<file path="config.mk">
export PLATFORM = sky130hd
export DESIGN_NAME = rgb_soft_pwm_blink_patterns
export DESIGN_NICKNAME = d
export VERILOG_FILES = /design/src/sv/rspb_pkg.sv /design/src/sv/rgb_soft_pwm_blink_patterns.sv
export VERILOG_INCLUDE_DIRS = /design/src /design/src/sv
export SDC_FILE = /design/constraint.sdc
export NUM_CORES = 1
export LEC_CHECK = 0
export BUFFER_PORTS_ARGS = -buffer_cell sky130_fd_sc_hd__buf_2
export CAP_MARGIN = 15
export CORE_UTILIZATION = 65
export CTS_BUF_LIST = sky130_fd_sc_hd__clkbuf_8 sky130_fd_sc_hd__clkbuf_16
export CTS_CLUSTER_DIAMETER = 120
export DETAILED_ROUTE_END_ITERATION = 8
export GPL_ROUTABILITY_DRIVEN = 0
export GPL_TIMING_DRIVEN = 0
export PLACE_DENSITY = 0.85
export SLEW_MARGIN = 40
export SYNTH_ARGS = -nofsm -noshare
export SYNTH_HDL_FRONTEND = slang
export SYNTH_SLANG_ARGS = --single-unit
</file>
<file path="constraint.sdc">
create_clock -name clk_i -period 5.5 [get_ports clk_i]
set_input_delay 0.275 -clock clk_i [delete_from_list [all_inputs] [get_ports clk_i]]
set_output_delay 0.275 -clock clk_i [all_outputs]
set_load 0.01 [all_outputs]
</file>
<file path="src/sv/rgb_soft_pwm_blink_patterns_defines.svh">
// assertion macros shared by the rgb pwm block
`ifndef RGB_SOFT_PWM_BLINK_PATTERNS_DEFINES_SVH
`define RGB_SOFT_PWM_BLINK_PATTERNS_DEFINES_SVH

// property that must hold at every clock edge outside reset
`define RSPB_ASSERT_ALWAYS(lbl, prop) \
  lbl: assert property (@(posedge clk_i) disable iff (!rst_ni) (prop)) \
    else $error("rspb check failed");

// consequent must hold in the cycle after the antecedent
`define RSPB_ASSERT_NEXT(lbl, ante, cons) \
  lbl: assert property (@(posedge clk_i) disable iff (!rst_ni) (ante) |=> (cons)) \
    else $error("rspb check failed");

`endif

</file>
<file path="src/sv/rspb_pkg.sv">
package rspb_pkg;

  localparam int unsigned PWM_LEN_DEF = 32;
  localparam int unsigned CntW        = 8;
  localparam int unsigned SlowW       = 7;
  localparam int unsigned PhaseW      = 4;
  localparam int unsigned NumLed      = 3;

  localparam logic [SlowW-1:0]  SLOW_RESET  = 7'd100;
  localparam logic [SlowW-1:0]  SLOW_RELOAD = 7'd90;
  localparam logic [PhaseW-1:0] PHASE_TOP   = 4'd11;
  localparam logic [PhaseW-1:0] PHASE_HALF  = 4'd6;

  // duty levels used by the patterns
  localparam logic [CntW-1:0] DUTY_MIN  = 8'd1;
  localparam logic [CntW-1:0] DUTY_LOW  = 8'd2;
  localparam logic [CntW-1:0] DUTY_MID  = 8'd4;
  localparam logic [CntW-1:0] DUTY_HIGH = 8'd10;
  localparam logic [CntW-1:0] RAMP_TOP  = 8'd6;
  localparam logic [CntW-1:0] TRI_TOP   = 8'd12;

  // pattern modes
  localparam logic [7:0] MODE_PHASE0  = 8'd0;
  localparam logic [7:0] MODE_BLIP    = 8'd1;
  localparam logic [7:0] MODE_FLASH   = 8'd2;
  localparam logic [7:0] MODE_FLASH_D = 8'd3;
  localparam logic [7:0] MODE_GLOW    = 8'd4;
  localparam logic [7:0] MODE_STROBE  = 8'd5;
  localparam logic [7:0] MODE_RAMP    = 8'd6;
  localparam logic [7:0] MODE_TRI     = 8'd7;
  localparam logic [7:0] MODE_ALT     = 8'd10;

  // configuration register indexes
  localparam logic CFG_TEAM_MASK  = 1'b0;
  localparam logic CFG_BLINK_MODE = 1'b1;

  // item opcodes
  localparam logic OP_TICK = 1'b0;
  localparam logic OP_LOAD = 1'b1;

endpackage

</file>
<file path="src/sv/rgb_soft_pwm_blink_patterns.sv">
// three-channel software pwm led driver with a slow blink pattern sequencer
//
// input channel: in_valid_i / in_stall_o with op_i, override_mode_i and
// override_steps_i; a transfer happens when valid is high and stall is low.
// op tick advances the pwm counter and the pattern divider, op load stores
// an override mode and its length in slow steps.
// output channel: out_valid_o / out_stall_i with led_bits_o, one result per
// accepted item, the led levels after that item.
// config: cfg_valid_i / cfg_ready_o, index 0 team_mask, index 1 blink_mode;
// ready is always high, write only while the block is idle.
//
// all the work for an item is done in the cycle it is accepted; the result
// is registered in the output or skid register. one item per cycle while
// in_stall_o is low. a two-entry output stage (output register plus skid
// register) lets an item be taken while a result waits; in_stall_o rises
// only once the skid register is full, and it depends on registers alone.
// reset puts PwmMax in the pwm counter and SLOW_RESET in the divider, clears
// phase, duties, override, both output entries; team_mask 0, blink_mode 1.
module rgb_soft_pwm_blink_patterns import rspb_pkg::*; #(
  parameter int unsigned PwmLen = PWM_LEN_DEF
) (
  input  logic             clk_i,
  input  logic             rst_ni,
  input  logic             in_valid_i,
  output logic             in_stall_o,
  input  logic             op_i,
  input  logic [7:0]       override_mode_i,
  input  logic [7:0]       override_steps_i,
  output logic             out_valid_o,
  input  logic             out_stall_i,
  output logic [NumLed-1:0] led_bits_o,
  input  logic             cfg_valid_i,
  output logic             cfg_ready_o,
  input  logic             cfg_index_i,
  input  logic [7:0]       cfg_data_i
);

  `include "rgb_soft_pwm_blink_patterns_defines.svh"

  localparam logic [CntW-1:0] PwmMax  = CntW'(PwmLen - 1);
  localparam logic [CntW-1:0] DutyFul = CntW'(PwmLen);

  typedef logic [NumLed-1:0][CntW-1:0] duty_t;

  logic [CntW-1:0]   pwm_q;
  logic [SlowW-1:0]  slow_q;
  logic [PhaseW-1:0] phase_q;
  duty_t             duty_q;
  logic [7:0]        ovr_mode_q, ovr_left_q;
  logic [NumLed-1:0] led_q;
  logic [2:0]        team_mask_q;
  logic [7:0]        blink_mode_q;

  logic              out_valid_q, skid_valid_q;
  logic [NumLed-1:0] out_q, skid_q;

  logic              in_acc, out_take;
  logic [CntW-1:0]   pwm_d;
  logic [NumLed-1:0] bits_d, result_d;
  logic [SlowW-1:0]  slow_dec, slow_d;
  logic              fire;
  logic [PhaseW-1:0] phase_d;
  logic [7:0]        mode_sel;
  duty_t             duty_d;

  function automatic duty_t team_on(logic [2:0] mask, logic [CntW-1:0] lvl);
    duty_t d;
    for (int i = 0; i < NumLed; i++) begin
      d[i] = mask[i] ? lvl : '0;
    end
    return d;
  endfunction

  function automatic duty_t pattern(logic [7:0] mode, logic [PhaseW-1:0] p,
                                    logic [2:0] mask);
    duty_t d;
    logic  p_six;
    logic  p_low;
    d     = '0;
    p_six = (p == '0) || (p == PHASE_HALF);
    p_low = (p < PHASE_HALF);
    unique case (mode)
      MODE_PHASE0: if (p == '0) d = team_on(mask, DUTY_MIN);
      MODE_BLIP:   if (p_six) d = team_on(mask, DUTY_MIN);
      MODE_FLASH:  if (p_six) d = team_on(mask, DutyFul);
      MODE_GLOW:   d = team_on(mask, p_six ? DUTY_HIGH : DUTY_MID);
      MODE_STROBE: begin
        if (!p[0] && p_low) d = {NumLed{DutyFul}};
        else d = team_on(mask, DUTY_MID);
      end
      MODE_RAMP: begin
        if (p_low) d = team_on(mask, CntW'(p >> 1));
        else d = team_on(mask, RAMP_TOP - CntW'(p >> 1));
      end
      MODE_TRI: begin
        if (p_low) d = team_on(mask, CntW'(p) + 8'd1);
        else d = team_on(mask, TRI_TOP - CntW'(p));
      end
      MODE_ALT: begin
        if (p[0]) begin
          d = {NumLed{DutyFul}};
        end else begin
          // team values of three or more select no channel
          for (int i = 0; i < NumLed; i++) begin
            d[i] = (mask == 3'(i)) ? DUTY_HIGH : '0;
          end
        end
      end
      default: d = team_on(mask, p_six ? DutyFul : DUTY_LOW);
    endcase
    return d;
  endfunction

  assign in_acc      = in_valid_i && !skid_valid_q;
  assign out_take    = out_valid_q && !out_stall_i;
  assign in_stall_o  = skid_valid_q;
  assign out_valid_o = out_valid_q;
  assign led_bits_o  = out_q;
  assign cfg_ready_o = 1'b1;

  always_comb begin
    pwm_d = (pwm_q == '0) ? PwmMax : pwm_q - 8'd1;
    for (int i = 0; i < NumLed; i++) begin
      bits_d[i] = duty_q[i] > pwm_d;
    end
    slow_dec = slow_q - 7'd1;
    fire     = (slow_dec == '0);
    slow_d   = fire ? SLOW_RELOAD : slow_dec;
    phase_d  = (phase_q == '0) ? PHASE_TOP : phase_q - 4'd1;
    mode_sel = (ovr_left_q != '0) ? ovr_mode_q : blink_mode_q;
    duty_d   = pattern(mode_sel, phase_d, team_mask_q);
    result_d = (op_i == OP_LOAD) ? led_q : bits_d;
  end

  // pattern state
  always_ff @(posedge clk_i or negedge rst_ni) begin
    if (!rst_ni) begin
      pwm_q      <= PwmMax;
      slow_q     <= SLOW_RESET;
      phase_q    <= '0;
      duty_q     <= '0;
      ovr_mode_q <= '0;
      ovr_left_q <= '0;
      led_q      <= '0;
    end else if (in_acc) begin
      if (op_i == OP_LOAD) begin
        ovr_mode_q <= override_mode_i;
        ovr_left_q <= override_steps_i;
      end else begin
        pwm_q  <= pwm_d;
        led_q  <= bits_d;
        slow_q <= slow_d;
        if (fire) begin
          phase_q <= phase_d;
          duty_q  <= duty_d;
          if (ovr_left_q != '0) ovr_left_q <= ovr_left_q - 8'd1;
        end
      end
    end
  end

  // configuration registers
  always_ff @(posedge clk_i or negedge rst_ni) begin
    if (!rst_ni) begin
      team_mask_q  <= '0;
      blink_mode_q <= 8'd1;
    end else if (cfg_valid_i && cfg_ready_o) begin
      unique case (cfg_index_i)
        CFG_TEAM_MASK:  team_mask_q  <= cfg_data_i[2:0];
        CFG_BLINK_MODE: blink_mode_q <= cfg_data_i;
        default: ;
      endcase
    end
  end

  // output register with skid entry
  always_ff @(posedge clk_i or negedge rst_ni) begin
    if (!rst_ni) begin
      out_valid_q  <= 1'b0;
      skid_valid_q <= 1'b0;
      out_q        <= '0;
      skid_q       <= '0;
    end else if (!out_valid_q || out_take) begin
      if (skid_valid_q) begin
        out_valid_q  <= 1'b1;
        out_q        <= skid_q;
        skid_valid_q <= 1'b0;
      end else begin
        out_valid_q <= in_acc;
        if (in_acc) out_q <= result_d;
      end
    end else if (in_acc) begin
      skid_valid_q <= 1'b1;
      skid_q       <= result_d;
    end
  end

  `RSPB_ASSERT_ALWAYS(a_skid_behind_out, !skid_valid_q || out_valid_q)
  `RSPB_ASSERT_ALWAYS(a_slow_nonzero, slow_q != '0)
  `RSPB_ASSERT_ALWAYS(a_phase_range, phase_q <= PHASE_TOP)
  `RSPB_ASSERT_NEXT(a_load_keeps_pwm, in_acc && op_i == OP_LOAD, $stable(pwm_q))
  `RSPB_ASSERT_NEXT(a_tick_gives_result, in_acc, out_valid_q)

endmodule

</file>
==> results_dict.tcl <==
set metrics [dict create \
    cts-root-buf "clkbuf_8" \
    yosys_warnings 0 \
    finalPower_w 0.00260 \
    crit_required_ns 5.75 \
    vias_per_cell 6.51 \
    dr.pass1.iters 5 \
    synth-edff-count 0 \
    cts_setup_buffers 0 \
    cts_num_sinks 78 \
    p_per_area_nw_per_um2 472 \
    fin_util_pct 75.5 \
    area_growth_pct 11.7 \
    ys_seq_elements 78 \
    seq_area_um2 1960 \
    crit_path_max_fanout 10 \
    io_pins 37 \
    power.leakage_nw 2.43 \
    hp-class "input pin to flip-flop" \
    die_x_um 89.1 \
    critPathKind "flip-flop to flip-flop" \
    finalMaxSlewViolations 0 \
    ir_drop_uv 457 \
    diodes 0 \
    synthTopCellsByCount "69 x dfrtp_1, 41 x nand2_1, 38 x o21ai_0" \
    vias 4313 \
    dieHeight_um 89.1 \
    fin_worst_skew_ns 0.0135 \
    grt.total_usage_pct 30.5 \
    synth_cell_types 76 \
    grt_pass1_wl_um 18400 \
    synth-async-reset-ratio_pct 100 \
    netlist_area_um2 4930 \
    fmax_ghz 0.286 \
    worst_slack_ns 2.01 \
    yosys.area.top_type "dfrtp_1" \
    cts_buffers 9 \
    critPathArrivalTime_ns 3.74 \
    setup_viol 0 \
    initial_core_util_pct 67.6 \
    slew_headroom_pct 52.6 \
    core_um2 7290 \
    h-tree-depth 3 \
    yosysMostFrequentCell "dfrtp_1" \
    cts.clk_slew.worst_paths_ns 0.08 \
    cap_violations 0 \
    period_minus_slack_ns 3.49 \
    pre_cts_slack_ns 2.13 \
    clockBufferDepth 2 \
    hold_slack_ns 0.137 \
    synth-seq-area-share_pct 39.8 \
    critPathLaunchType "flip-flop" \
    synth_area_leaders "dfrtp_1 35%, ha_1 8.6%, dfstp_2 4.8%" \
    drive_above_1_share_pct 17.9 \
    port_buffers 34 \
    grt_pass1_vias 3970 \
    setup_tns_ns 0 \
    dp_hpwl_um 8490 \
    post_drt_wl_per_cell_um 17.1 \
    synth.avg_cell_area_um2 9.63 \
    gr-total-overflow 0 \
    min_period_over_period_pct 63.5 \
    clk_latency_ns 0.35 \
    syn-instance-count 512 \
    drc_errors 0 \
    antenna_left 0 \
    final_nets 624 \
    synth_top_area_share_pct 35.0 \
    finalHoldViolations 0 \
    cp-end-kind "flip-flop" \
    status "finished, final reports clean" \
    fillers 545 \
    grt_antenna_before_repair 0 \
    routed_wirelength_um 11400 \
    synthFlopType "dfrtp_1" \
    cts_hold_buf 1 \
    synth_fp_nets 577 \
    rsz0062_at_grt "no" \
    tightest_slew_ns 0.693 \
    cts_tree "yes" \
    ctsResizeCount 0 \
    grt_start_max_net_pins 44 \
    multi_input_area_um2 2790 \
    die-area_um2 7930 \
    drt-initial-drc-count 266 \
    placementRows 31 \
]
worst max-delay path, cell delays in order, from the launching register on:
cell and delay [ns]:
dfrtp_1 0.42, clkbuf_1 0.33, inv_1 0.16, ha_1 0.22, clkbuf_1 0.19, nand2b_1 0.21, o21a_1 0.23, inv_1 0.12
ha_1 0.35, a21oi_1 0.07, o21ai_0 0.16, o211ai_1 0.13, a222oi_1 0.42, a311oi_1 0.18, a21o_1 0.19
stage by stage:
| stage | area, µm² | cells |
|---|---|---|
| 3_3_place_gp | 5220 | 645 |
| 5_1_grt | 5500 | 663 |
| 3_5_place_dp | 5250 | 646 |
| 2_1_floorplan | 4930 | 512 |
| 4_1_cts | 5500 | 663 |
| 6_report | 5500 | 663 |
path summary, 6_finish.rpt:
check	slack [ns]	to	start	depth (start not counted)
max	2.01	duty_q[1]	phase_q[0]	14
min	0.14	team_mask_q[1]	cfg_data_i[1]	3
max reg2reg	2.01	duty_q[1]	phase_q[0]	14
min reg2reg	0.49	skid_q[1]	skid_q[1]	2
max in group asynchronous	4.54	blink_mode_q[0]	rst_ni	3
min in group asynchronous	0.38	pwm_q[7]	rst_ni	2
where the power goes:
part / leakage (nW) / switching (W) / total, W / internal, W
clock network: 0.121 / 0.000218 / 0.000518 / 0.000300
registers: 0.940 / 0.000157 / 0.000912 / 0.000755
logic: 1.37 / 0.000655 / 0.00117 / 0.000511
layout make-up:
cell class,instances,area share [%]
clock buffers,9,2.25
inverters,20,1.36
repair buffers,36,3.75
flip-flops and latches,78,35.7
well taps,99,2.25
multi-input cells,390,50.7
plain buffers,24,1.89
clock inverters,7,2.09
cell families after synthesis:
kind of cell,count (synthesis),share of synthesized area [%]
buffers and inverters,44,3.63
flip-flops,78,39.8
XOR/XNOR,12,2.13
other,1,0.0761
AND/OR/NAND/NOR,157,17.7
AO/OA/AOI/OAI,159,21.9
multiplexers,27,6.02
adder cells (fa/ha/maj),34,8.63
sequential cells by signal (all words and copies together) (netlist names):
name / cells
phase_q: 4
team_mask_q: 3
in_stall_o: 1
led_bits_o: 3
slow_q: 7
skid_q: 3
led_q: 3
blink_mode_q: 8
ovr_left_q: 8
out_valid_o: 1
ovr_mode_q: 8
pwm_q: 8
duty_q: 21
routing by layer:
layer / wire (µm) / share of wire (%) / vias up / global-route usage, %
met2: 5670 / 50 / 165 / 51.0
met5: 0 / 0 / - / 0
li1: - / - / 2037 / -
met3: 559 / 4.9 / 22 / 5.08
met4: 197 / 1.7 / 0 / 11.3
met1: 4940 / 43 / 2089 / 40.3
cells in the final DEF (no fill, tap or decap), types with 4 or more instances in the layout:
master / count
dfrtp_1: 69
nand2_1: 41
o21ai_0: 38
buf_2: 34
ha_1: 34
a21oi_1: 24
inv_1: 21
mux2_2: 21
clkbuf_1: 20
nor2_1: 19
nor4_1: 11
a21o_1: 11
nor3_1: 11
o21a_1: 10
xnor2_1: 9
nand2b_1: 9
nand4_1: 9
a22o_1: 9
dfstp_2: 9
clkbuf_8: 9
nor2b_1: 7
a31oi_1: 7
nand3_1: 7
mux2i_1: 6
and3_1: 5
o21bai_1: 5
or3_1: 5
a22oi_1: 5
or4_1: 4
o31ai_1: 4
or2_2: 4
a211oi_1: 4
o211ai_1: 4
o311ai_0: 4
Note: power is estimated with default switching activity, not from simulation.
